`config.mk`:
```
export PLATFORM = sky130hd
export DESIGN_NAME = fiff_ctrl
export DESIGN_NICKNAME = d
export VERILOG_FILES = /design/src/design/fiff_pkg.sv /design/src/design/fiff_ctrl.sv
export SDC_FILE = /design/constraint.sdc
export NUM_CORES = 1
export LEC_CHECK = 0
export ABC_AREA = 1
export ABC_CLOCK_PERIOD_IN_PS = 1750
export BUFFER_PORTS_ARGS = -buffer_cell sky130_fd_sc_hd__clkbuf_2
export CAP_MARGIN = 20
export CORE_AREA = 5 5 42 44
export DETAILED_ROUTE_END_ITERATION = 10
export DIE_AREA = 0 0 47 49
export HOLD_SLACK_MARGIN = 0.02
export SLEW_MARGIN = 20
export SYNTH_ARGS = -nofsm -noshare
export SYNTH_HDL_FRONTEND = slang
export SYNTH_SLANG_ARGS = --single-unit
```
`constraint.sdc`:
```
create_clock -name aclk -period 1.75 [get_ports aclk]
set_input_delay 0.525 -clock aclk [delete_from_list [all_inputs] [get_ports aclk]]
set_output_delay 0.525 -clock aclk [all_outputs]
set_load 0.01 [all_outputs]
```
`src/design/fiff_pkg.sv`:
```
`default_nettype none

package fiff_pkg;

    // Default and digit limits
    localparam int MAX_WIDTH_DEF = 64;
    localparam int DIG_COUNT     = 10;
    localparam int DIG_IDX_W     = 4;

    // Field characters
    localparam logic [7:0] CHAR_STAR  = 8'h2A;
    localparam logic [7:0] CHAR_BLANK = 8'h20;
    localparam logic [7:0] CHAR_MINUS = 8'h2D;
    localparam logic [7:0] CHAR_PLUS  = 8'h2B;
    localparam logic [7:0] CHAR_ZERO  = 8'h30;

    // Reciprocal of ten, exact for any 32-bit dividend with a shift of 35
    localparam logic [31:0] RECIP_TEN = 32'hCCCC_CCCD;
    localparam int          RECIP_SH  = 35;

    typedef enum logic [1:0] {
        ST_IDLE,
        ST_CONV,
        ST_EMIT
    } fiff_state_t;

    typedef struct packed {
        logic load;
        logic conv_step;
        logic emit_step;
    } fiff_cmd_t;

    typedef struct packed {
        logic conv_last;
        logic w_zero;
        logic emit_last;
        logic out_free;
    } fiff_status_t;

endpackage

`default_nettype wire

```
`src/design/fiff_ctrl.sv`:
```
`default_nettype none

module fiff_ctrl
    import fiff_pkg::*;
(
    input  wire logic   aclk,
    input  wire logic   aresetn,
    input  wire logic   s_valid,
    output logic        s_ready,
    input  wire fiff_status_t status,
    output fiff_cmd_t   cmd
);

    fiff_state_t state_reg;
    fiff_state_t state_next;

    // State register
    always_ff @(posedge aclk) begin
        if (!aresetn) begin
            state_reg <= ST_IDLE;
        end else begin
            state_reg <= state_next;
        end
    end

    // Sequence load, digit conversion and character emission
    always_comb begin
        state_next = state_reg;
        cmd        = '0;
        s_ready    = 1'b0;
        unique case (state_reg)
            ST_IDLE: begin
                s_ready = 1'b1;
                if (s_valid) begin
                    cmd.load   = 1'b1;
                    state_next = ST_CONV;
                end
            end
            ST_CONV: begin
                cmd.conv_step = 1'b1;
                if (status.conv_last) begin
                    state_next = status.w_zero ? ST_IDLE : ST_EMIT;
                end
            end
            ST_EMIT: begin
                if (status.out_free) begin
                    cmd.emit_step = 1'b1;
                    if (status.emit_last) begin
                        state_next = ST_IDLE;
                    end
                end
            end
            default: begin
                state_next = ST_IDLE;
            end
        endcase
    end

    // A finished conversion of a non-empty field goes on to emission
    a_conv_to_emit: assert property (@(posedge aclk) disable iff (!aresetn)
        (cmd.conv_step && status.conv_last && !status.w_zero) |=> (state_reg == ST_EMIT))
        else $error("conversion did not hand over to emission");

    // No request is taken while a field is still in progress
    a_busy_no_load: assert property (@(posedge aclk) disable iff (!aresetn)
        (cmd.conv_step || cmd.emit_step) |-> !s_ready)
        else $error("input taken while busy");

endmodule

`default_nettype wire

```
== Yosys cells after proc, flatten, opt, wreduce, memory -nomap -nowiden ==
Index checks and enable logic that the tools add are counted.
Word-level totals
  bits of input ports: 7
  word-level logic and storage cells: 21
  bits in registers: 2
  output and inout port bits: 4
Cells by class
  equal/unequal tests: 6
  mux-type cells: 12
  reductions and logical operators: 2
Operators with widths (count)
  two-way mux 2 bit: 5
  inequality test 2 bit (second input constant): 4
  two-way mux 1 bit: 6
  case mux 2 bit (3 select lines): 1
  AND reduction 4 bit: 1
  equality test 2 x 1 -> 1 bit (second input constant): 1
  equality test 2 bit (second input constant): 1
  logical NOT 2 bit: 1

== Logic depth before layout (Yosys ltp) ==
Gate-level depths: netlist of the first run.
  depth in word-level cells: 3
  depth in mapped cells: 4
  depth with buffers taken out: 4

== Worst setup path before layout of the first run ==
OpenSTA, ideal clock, no wires.
  kind: input to output
  start point: input port status[0] (netlist name)
  end point: output port cmd[0] (netlist name)
  data arrival time: 715 ps
  path slack: 510 ps
  buffers on the path: 0
  stages on the path: 1
  data required time: 1225 ps
  path through: and3_1
Between the ends
  word-level cells in the longest chain between the ends: 2
RTL lines
  start, declared: line fiff_ctrl.sv:10  | input wire fiff_status_t status,
  two-way mux 1 bit: line fiff_ctrl.sv:46  | if (status.out_free) begin
  two-way mux 1 bit: line fiff_ctrl.sv:31  | unique case (state_reg)
  end, declared: line fiff_ctrl.sv:11  | output fiff_cmd_t cmd
Every way passes these cells.

==> out/qor.txt, run 1 <==
outcome: completed
Reg2Reg Depth: 3
syn nets: 24
CP Launch Point: state_reg[1]
final hold violation count: 0
RSZ-0062 raised after global routing: false
PostCTS Resize Cnt: 0
Slowest-stage cell, CP: dfxtp_1
FF-to-FF setup slack: 1.00 ns
largest family of logic cells by synthesized area: simple AND/OR/NAND/NOR gates
commonest non-fill, non-tap cell in the layout: clkbuf_2
skew final: 0.00232 ns
CP Buf/Inv Count: 2
layout cell share with drive strength beyond 1: 60.0%
Clock Sinks: 2
DRC errors left: 0
Achievable Freq: 0.672 GHz
final period demand of the worst path: 1.49 ns
Initial Utilization: 8.48%
die height: 49 um
vias per cell: 3.37
actual slew at the worst max-slew pin: 0.186 ns
gpl congestion: 0.528
largest net degree at the start of global routing: 5
Skew-Pair Late Insertion Delay: 0.23 ns
synth-to-layout area growth: 77.9%
total negative slack: 0 ns
CP cell instances: nor2_2 > nand2_2 > inv_1 > clkbuf_2
global-route wire length before repair: 489 um
Antenna diodes: 0
synth top area cells: dfxtp_1 (34%), inv_1 (9.5%), nand2_1 (9.5%)
power per cell area: 888 nW/um2
Largest stage delay, worst path: 0.34 ns
initial antenna violation count: 0
Final Net Count: 39
peak supply drop: 0.0904 mV
row count: 14
Crit. End Element: primary output
total wire length: 337 um
Final Setup Violations: 0
Critical Path AT: 0.96 ns
Ys Warns: 0
post-route ant nets: 0
CTS tree: yes
pre-CTS WS: 0.323 ns
clock-pin transition on the worst setup and hold timing paths: 0.03 ns
CORE AREA: 1400 um2
WL/cell: 7.33 um
synthesized area: 119 um2
vias in the first global route: 152
Largest register FFs: 2
most frequent cells in the layout: clkbuf_2 (10), inv_1 (3), nand2_1 (3), clkbuf_4 (3), dfxtp_1 (2)
number of DRC markers in iteration 0: 0
post-synthesis compound-gate area fraction: 11.6%
root buffer cell: clkbuf_4
gr ovfl total: 0
die width: 47 um
Total Routing Usage GR: 3.59%
routed via count: 155
leak pwr: 0.000116 uW
multiplexer share of the synthesized area: 0%
critical path endpoint: cmd[2]
Port Buf Inserts: 10
Syn Inst Count: 17
XOR/XNOR share of the synthesized area: 0%
crit path launch type: flip-flop
total iterations of the first detailed-routing run: 1
Hold Buf Count CTS: 0
sequential element share of the synthesized area: 33.7%
FF-to-FF End: state_reg[0]
TritonCTS buffer count: 3
Post-Synth Adder-Cell Area: 0%
clk buf depth: 2
share of the synthesized area in the top cell type: 33.7%
Max Transition Viols Final: 0
stages on the worst setup path: 4
max_slew headroom: 87.6%
critical path's top delay family: flip-flops
worst-path maximum fanout: 4
Worst EP required: 1.22 ns
cell taking the most area after synthesis: dfxtp_1
Synth Register Bits: 2
fraction of the mapped netlist area in simple logic gates: 42.1%
io pins: 11
worst r2r src: state_reg[1]
Worst Path Class, Setup: flip-flop to primary output
Max H-tree Level: 1
fin crit share: 85.1%
Final WS setup: 0.261 ns
Mean Syn Cell Area: 6.99 um2
Post-CTS Setup Bufs: 0
Netlist cell types: 12
HP Class: input port to flip-flop
die area: 2300 um2
MaxCap Viol Count: 0
## logic make-up after synthesis
kind of cell           after synthesis
AO/OA/AOI/OAI                        2
buffers and inverters                4
AND/OR/NAND/NOR                      9
flip-flops                           2
## worst min-delay path by stage
| stage | from | end | slack, ns | cells past startpoint |
|---|---|---|---|---|
| after floorplan | state_reg[1] | state_reg[1] | 0.52 | 2 |
| after global placement | state_reg[1] | state_reg[1] | 0.55 | 2 |
| after detailed placement | state_reg[1] | state_reg[1] | 0.55 | 2 |
| after CTS | aresetn | state_reg[0] | 0.53 | 3 |
| after global routing | aresetn | state_reg[0] | 0.55 | 3 |
| final | aresetn | state_reg[0] | 0.53 | 3 |
## worst reg2reg max path, delay by kind of cell, from the launching register on
family           cells  cell delay, ns
flip-flops           1            0.34
AND/OR/NAND/NOR      2            0.22
AO/OA/AOI/OAI        1            0.12
## per-stage QoR
stage | util, % | hold WS [ns] | total power, uW | instance area, um2 | cells
after floorplan | - | 0.524 | 69.5 | 119 | 17
after global placement | 13.5 | 0.552 | 84.4 | 189 | 43
after detailed placement | 13.5 | 0.547 | 84.8 | 189 | 43
after CTS | 15.1 | 0.528 | 195 | 211 | 46
after global routing | 15.1 | 0.553 | 200 | 211 | 46
final | 15.1 | 0.533 | 188 | 211 | 46
## metal layers
metal,vias to the layer above,GRT usage (%),wire length (um)
li1,78,-,-
met1,68,1.75,77
met2,7,5.66,208
met3,2,0,33
met4,0,8.29,17
met5,-,0,0
## power by group
part           internal [uW]  switching (uW)  total (uW)
clock network           75.9            28.7         105
logic                   14.9            17.4        32.3
registers               48.5            2.40        50.9
total                    139            48.5         188
## cell usage after synthesis, drive strengths merged
cell,n
a21oi,2
dfxtp,2
nor2,3
and3,1
nand3,1
inv,4
nand2,4
## final cells by class
| type | count | area [um2] |
|---|---|---|
| well taps | 16 | 20.0 |
| clock buffers | 3 | 22.5 |
| fillers | 177 | 1190 |
| flip-flops and latches | 2 | 40.0 |
| repair buffers | 10 | 50.0 |
| multi-input cells | 11 | 63.8 |
| inverters | 4 | 15.0 |
Note: power is estimated with default switching activity, not from simulation.
==> run 2: changes to the inputs <==
==> constraint.sdc (replaced) <==
create_clock -name aclk -period 1.75 [get_ports aclk]
set_input_delay 0.2625 -clock aclk [delete_from_list [all_inputs] [get_ports aclk]]
set_output_delay 0.2625 -clock aclk [all_outputs]
set_load 0.01 [all_outputs]
==> out/qor.txt, run 2 (synthesis gave the netlist of run 1 again) <==
vias per cell: 3.37 (unchanged)
initial antenna violation count: 0 (unchanged)
RSZ-0062 raised after global routing: false (unchanged)
CORE AREA: 1400 um2 (unchanged)
Worst EP required: 1.49 ns (was 1.22 ns)
Skew-Pair Late Insertion Delay: 0.23 ns (about the same)
actual slew at the worst max-slew pin: 0.191 ns (was 0.186 ns)
WL/cell: 6.89 um (was 7.33 um)
Slowest-stage cell, CP: dfxtp_1 (unchanged)
io pins: 11 (unchanged)
Layout fillers: 171 (was 177)
Largest stage delay, worst path: 0.34 ns (about the same)
gpl congestion: 0.531 (was 0.528)
power per cell area: 892 nW/um2 (was 888 nW/um2)
CTS tree: yes (unchanged)
total iterations of the first detailed-routing run: 2 (was 1)
Total Routing Usage GR: 3.66% (was 3.59%)
DP Wirelength: 278 um
Final Net Count: 39 (unchanged)
Crit. End Element: primary output (unchanged)
root buffer cell: clkbuf_4 (unchanged)
FF-to-FF setup slack: 1.01 ns (was 1.00 ns)
number of DRC markers in iteration 0: 3 (was 0)
die width: 47 um (unchanged)
vias in the first global route: 158 (was 152)
total wire length: 317 um (was 337 um)
Worst Path Class, Setup: flip-flop to primary output (unchanged)
gr ovfl total: 0 (unchanged)
max_slew headroom: 87.3% (was 87.6%)
TritonCTS buffer count: 3 (unchanged)
die area: 2300 um2 (unchanged)
synth-to-layout area growth: 77.9% (unchanged)
Max Transition Viols Final: 0 (unchanged)
critical path endpoint: cmd[2] (unchanged)
final period demand of the worst path: 1.23 ns (was 1.49 ns)
Clock Sinks: 2 (unchanged)
worst-path maximum fanout: 4 (unchanged)
post-route ant nets: 0 (unchanged)
CP cell instances: nor2_2 > nand2_2 > inv_1 > clkbuf_2 (unchanged)
skew final: 0.00351 ns (was 0.00232 ns)
Reg2Reg Depth: 3 (unchanged)
Critical Path AT: 0.97 ns (was 0.96 ns)
layout cell share with drive strength beyond 1: 60.0% (unchanged)
leak pwr: 0.000116 uW (unchanged)
Hold Path Stages: 3 (unchanged)
clock-pin transition on the worst setup and hold timing paths: 0.03 ns (about the same)
Port Buf Inserts: 10 (unchanged)
row count: 14 (unchanged)
Hold Buf Count CTS: 0 (unchanged)
Antenna diodes: 0 (unchanged)
DRC errors left: 0 (unchanged)
fin crit share: 70.3% (was 85.1%)
Initial Utilization: 8.48% (unchanged)
Max H-tree Level: 1 (unchanged)
MaxCap Viol Count: 0 (unchanged)
die height: 49 um (unchanged)
peak supply drop: 0.0920 mV (was 0.0904 mV)
FF-to-FF End: state_reg[0] (unchanged)
Achievable Freq: 0.813 GHz (was 0.672 GHz)
worst r2r src: state_reg[1] (unchanged)
clk buf depth: 2 (unchanged)
HP Class: input port to flip-flop (unchanged)
Largest register FFs: 2 (unchanged)
PostCTS Resize Cnt: 0 (unchanged)
routed via count: 155 (unchanged)
global-route wire length before repair: 503 um (was 489 um)
Final Setup Violations: 0 (unchanged)
CP Launch Point: state_reg[1] (unchanged)
Worst Hold Slack: 0.266 ns (was 0.533 ns)
crit path launch type: flip-flop (unchanged)
final hold violation count: 0 (unchanged)
Post-CTS Setup Bufs: 0 (unchanged)
outcome: completed (unchanged)
largest net degree at the start of global routing: 5 (unchanged)
most frequent cells in the layout: clkbuf_2 (10), inv_1 (3), nand2_1 (3), clkbuf_4 (3), dfxtp_1 (2) (unchanged)
total negative slack: 0 ns (unchanged)
commonest non-fill, non-tap cell in the layout: clkbuf_2 (unchanged)
-- run 2: stage by stage --
step                utilization, %  area, um2  total power, uW  worst slack (ns)  std cells
floorplan                        -        119             69.5             0.791         17
global placement              13.5        189             84.3             0.733         43
detailed placement            13.5        189             84.7             0.741         43
CTS                           15.1        211              195             0.494         46
global route                  15.1        211              200             0.433         46
finish                        15.1        211              189             0.520         46
-- run 2: final cells by class --
class / count / area, um2 / share of cell area, %
inverters: 4 / 15.0 / 7.10
repair buffers: 10 / 50.0 / 23.7
well taps: 16 / 20.0 / 9.47
multi-input cells: 11 / 63.8 / 30.2
clock buffers: 3 / 22.5 / 10.7
flip-flops and latches: 2 / 40.0 / 18.9
-- run 2: worst max-delay path: cells and delay by family (launching register included) --
kind	cells	cell delay, ns
buf+inv	2	0.17
flops	1	0.34
simple gates	2	0.22
-- run 2: how the worst min path moves through the flow --
stage	from	end	slack (ns)
after floorplan	aresetn	state_reg[0]	0.40
after global placement	aresetn	state_reg[0]	0.50
after detailed placement	aresetn	state_reg[0]	0.51
after CTS	aresetn	state_reg[0]	0.26
after global routing	aresetn	state_reg[0]	0.29
final	aresetn	state_reg[0]	0.27
-- run 2: layer usage --
layer,part of all wire (%),vias to the layer above,routed length [um],track usage (%)
met2,58,7,184,5.66
met5,0,-,0,0
li1,-,79,-,-
met1,24,67,77,1.97
met4,5.4,0,17,8.29
met3,12,2,37,0
-- run 2: power breakdown --
part	total, uW	switching, uW	internal (uW)
clock network	106	29.6	76.0
logic	32.1	17.2	14.9
registers	50.9	2.43	48.5
total	189	49.3	139
==> run 3: changes to the inputs <==
--- a/config.mk
+++ b/config.mk
@@ -6,7 +6,7 @@
 export NUM_CORES = 1
 export LEC_CHECK = 0
 export ABC_AREA = 1
-export ABC_CLOCK_PERIOD_IN_PS = 1750
+export ABC_CLOCK_PERIOD_IN_PS = 1230
 export BUFFER_PORTS_ARGS = -buffer_cell sky130_fd_sc_hd__clkbuf_2
 export CAP_MARGIN = 20
 export CORE_AREA = 5 5 42 44
==> constraint.sdc (replaced) <==
create_clock -name aclk -period 1.23 [get_ports aclk]
set_input_delay 0.1845 -clock aclk [delete_from_list [all_inputs] [get_ports aclk]]
set_output_delay 0.1845 -clock aclk [all_outputs]
set_load 0.01 [all_outputs]
==> out/qor.txt, run 3 (synthesis gave the netlist of run 1 again) <==
CTS tree: yes (unchanged)
Max Transition Viols Final: 0 (unchanged)
worst-path maximum fanout: 4 (unchanged)
DRC errors left: 0 (unchanged)
CP cell instances: nor2_2 > nand2_2 > inv_1 > clkbuf_2 (unchanged)
power per cell area: 1260 nW/um2 (was 892 nW/um2)
FF-to-FF setup slack: 0.50 ns (was 1.01 ns)
total iterations of the first detailed-routing run: 1 (was 2)
number of DRC markers in iteration 0: 0 (was 3)
final period demand of the worst path: 1.13 ns
FF+latch area: 40.0 um2 (unchanged)
post-route ant nets: 0 (unchanged)
root buffer cell: clkbuf_4 (unchanged)
Reg2Reg Depth: 3 (unchanged)
Achievable Freq: 0.884 GHz
Hold Path Stages: 3 (unchanged)
Max H-tree Level: 1 (unchanged)
RSZ-0062 raised after global routing: false (unchanged)
most frequent cells in the layout: clkbuf_2 (10), inv_1 (3), nand2_1 (3), clkbuf_4 (3), dfxtp_1 (2) (unchanged)
Largest stage delay, worst path: 0.34 ns (about the same)
Total Routing Usage GR: 3.52% (was 3.66%)
Port Buf Inserts: 10 (unchanged)
max_slew headroom: 87.0% (was 87.3%)
WL/cell: 6.72 um (was 6.89 um)
io pins: 11 (unchanged)
skew final: 0.00238 ns (was 0.00351 ns)
outcome: completed (unchanged)
Worst Path Class, Setup: flip-flop to primary output (unchanged)
Final Setup Violations: 0 (unchanged)
Worst EP required: 1.05 ns (was 1.49 ns)
gpl congestion: 0.527 (was 0.531)
largest net degree at the start of global routing: 5 (unchanged)
gr ovfl total: 0 (unchanged)
peak supply drop: 0.129 mV (was 0.0920 mV)
fin crit share: 92.0%
Clock Sinks: 2 (unchanged)
synth-to-layout area growth: 77.9% (unchanged)
Crit. End Element: primary output (unchanged)
MaxCap Viol Count: 0 (unchanged)
Post-CTS Setup Bufs: 0 (unchanged)
Initial Utilization: 8.48% (unchanged)
Antenna diodes: 0 (unchanged)
critical path's top delay family: flip-flops (unchanged)
hold path startpoint: aresetn (unchanged)
Final Net Count: 39 (unchanged)
row count: 14 (unchanged)
clk buf depth: 2 (unchanged)
vias in the first global route: 148 (was 158)
leak pwr: 0.000116 uW (about the same)
FF-to-FF End: state_reg[0] (unchanged)
HP Class: input port to flip-flop (unchanged)
PostCTS Resize Cnt: 0 (unchanged)
Hold Buf Count CTS: 0 (unchanged)
initial antenna violation count: 0 (unchanged)
die height: 49 um (unchanged)
worst r2r src: state_reg[1] (unchanged)
Layout fillers: 173 (was 171)
TritonCTS buffer count: 3 (unchanged)
Largest register FFs: 2 (unchanged)
Critical Path AT: 0.95 ns (was 0.97 ns)
Skew-Pair Late Insertion Delay: 0.23 ns (about the same)
multi-input combinational cell area: 63.8 um2 (unchanged)
vias per cell: 3.30 (was 3.37)
CP Buf/Inv Count: 2 (unchanged)
fin util: 15.1% (unchanged)
die width: 47 um (unchanged)
total wire length: 309 um (was 317 um)
die area: 2300 um2 (unchanged)
hold endpoint: state_reg[0] (unchanged)
routed via count: 152 (was 155)
commonest non-fill, non-tap cell in the layout: clkbuf_2 (unchanged)
layout cell share with drive strength beyond 1: 60.0% (unchanged)
actual slew at the worst max-slew pin: 0.195 ns (was 0.191 ns)
global-route wire length before repair: 476 um (was 503 um)
crit path launch type: flip-flop (unchanged)
Slowest-stage cell, CP: dfxtp_1 (unchanged)
CORE AREA: 1400 um2 (unchanged)
final hold violation count: 0 (unchanged)
total negative slack: 0 ns (unchanged)
clock-pin transition on the worst setup and hold timing paths: 0.03 ns (about the same)
run 3: report_power, final:
group          switching [uW]  internal, uW
Clock                    40.4           108
Combinational            24.6          21.5
Sequential               3.41          69.0
Total                    68.4           198
run 3: metal layers:
layer	global-route usage, %	routed length, um	vias to the layer above
met1	2.41	79	64
li1	-	-	79
met2	4.75	176	7
met5	0	0	-
met4	8.29	17	0
met3	0	34	2
run 3: worst reg2reg max path, stage by stage (launching register included):
cell and delay, ns:
dfxtp_1 0.34, nor2_2 0.13, nand2_2 0.07, a21oi_2 0.12
run 3: per-stage QoR:
step / setup WS, ns / cell area [um2] / power [uW] / hold slack (ns) / std cells
final: 0.0989 / 211 / 267 / 0.194 / 46
after floorplan: 0.349 / 119 / 98.9 / 0.325 / 17
after detailed placement: 0.292 / 189 / 120 / 0.428 / 43
after CTS: 0.0460 / 211 / 277 / 0.185 / 46
after global routing: 0.00938 / 211 / 285 / 0.212 / 46
after global placement: 0.289 / 189 / 120 / 0.422 / 43
run 3: worst max path at each step:
stage | cells past startpoint | slack (ns) | from | endpoint
finish | 4 | 0.1 | state_reg[1] | cmd[2]
global route | 4 | 0.009 | state_reg[1] | cmd[2]
CTS | 4 | 0.05 | state_reg[1] | cmd[2]
detailed placement | 4 | 0.29 | state_reg[1] | cmd[2]
global placement | 4 | 0.29 | state_reg[1] | cmd[2]
floorplan | 3 | 0.35 | state_reg[1] | cmd[2]
run 3: cell type report:
class | instances | share of cell area [%]
Inverter | 4 | 7.10
Sequential cell | 2 | 18.9
Multi-Input combinational cell | 11 | 30.2
Tap cell | 16 | 9.47
Clock buffer | 3 | 10.7
Timing Repair Buffer | 10 | 23.7
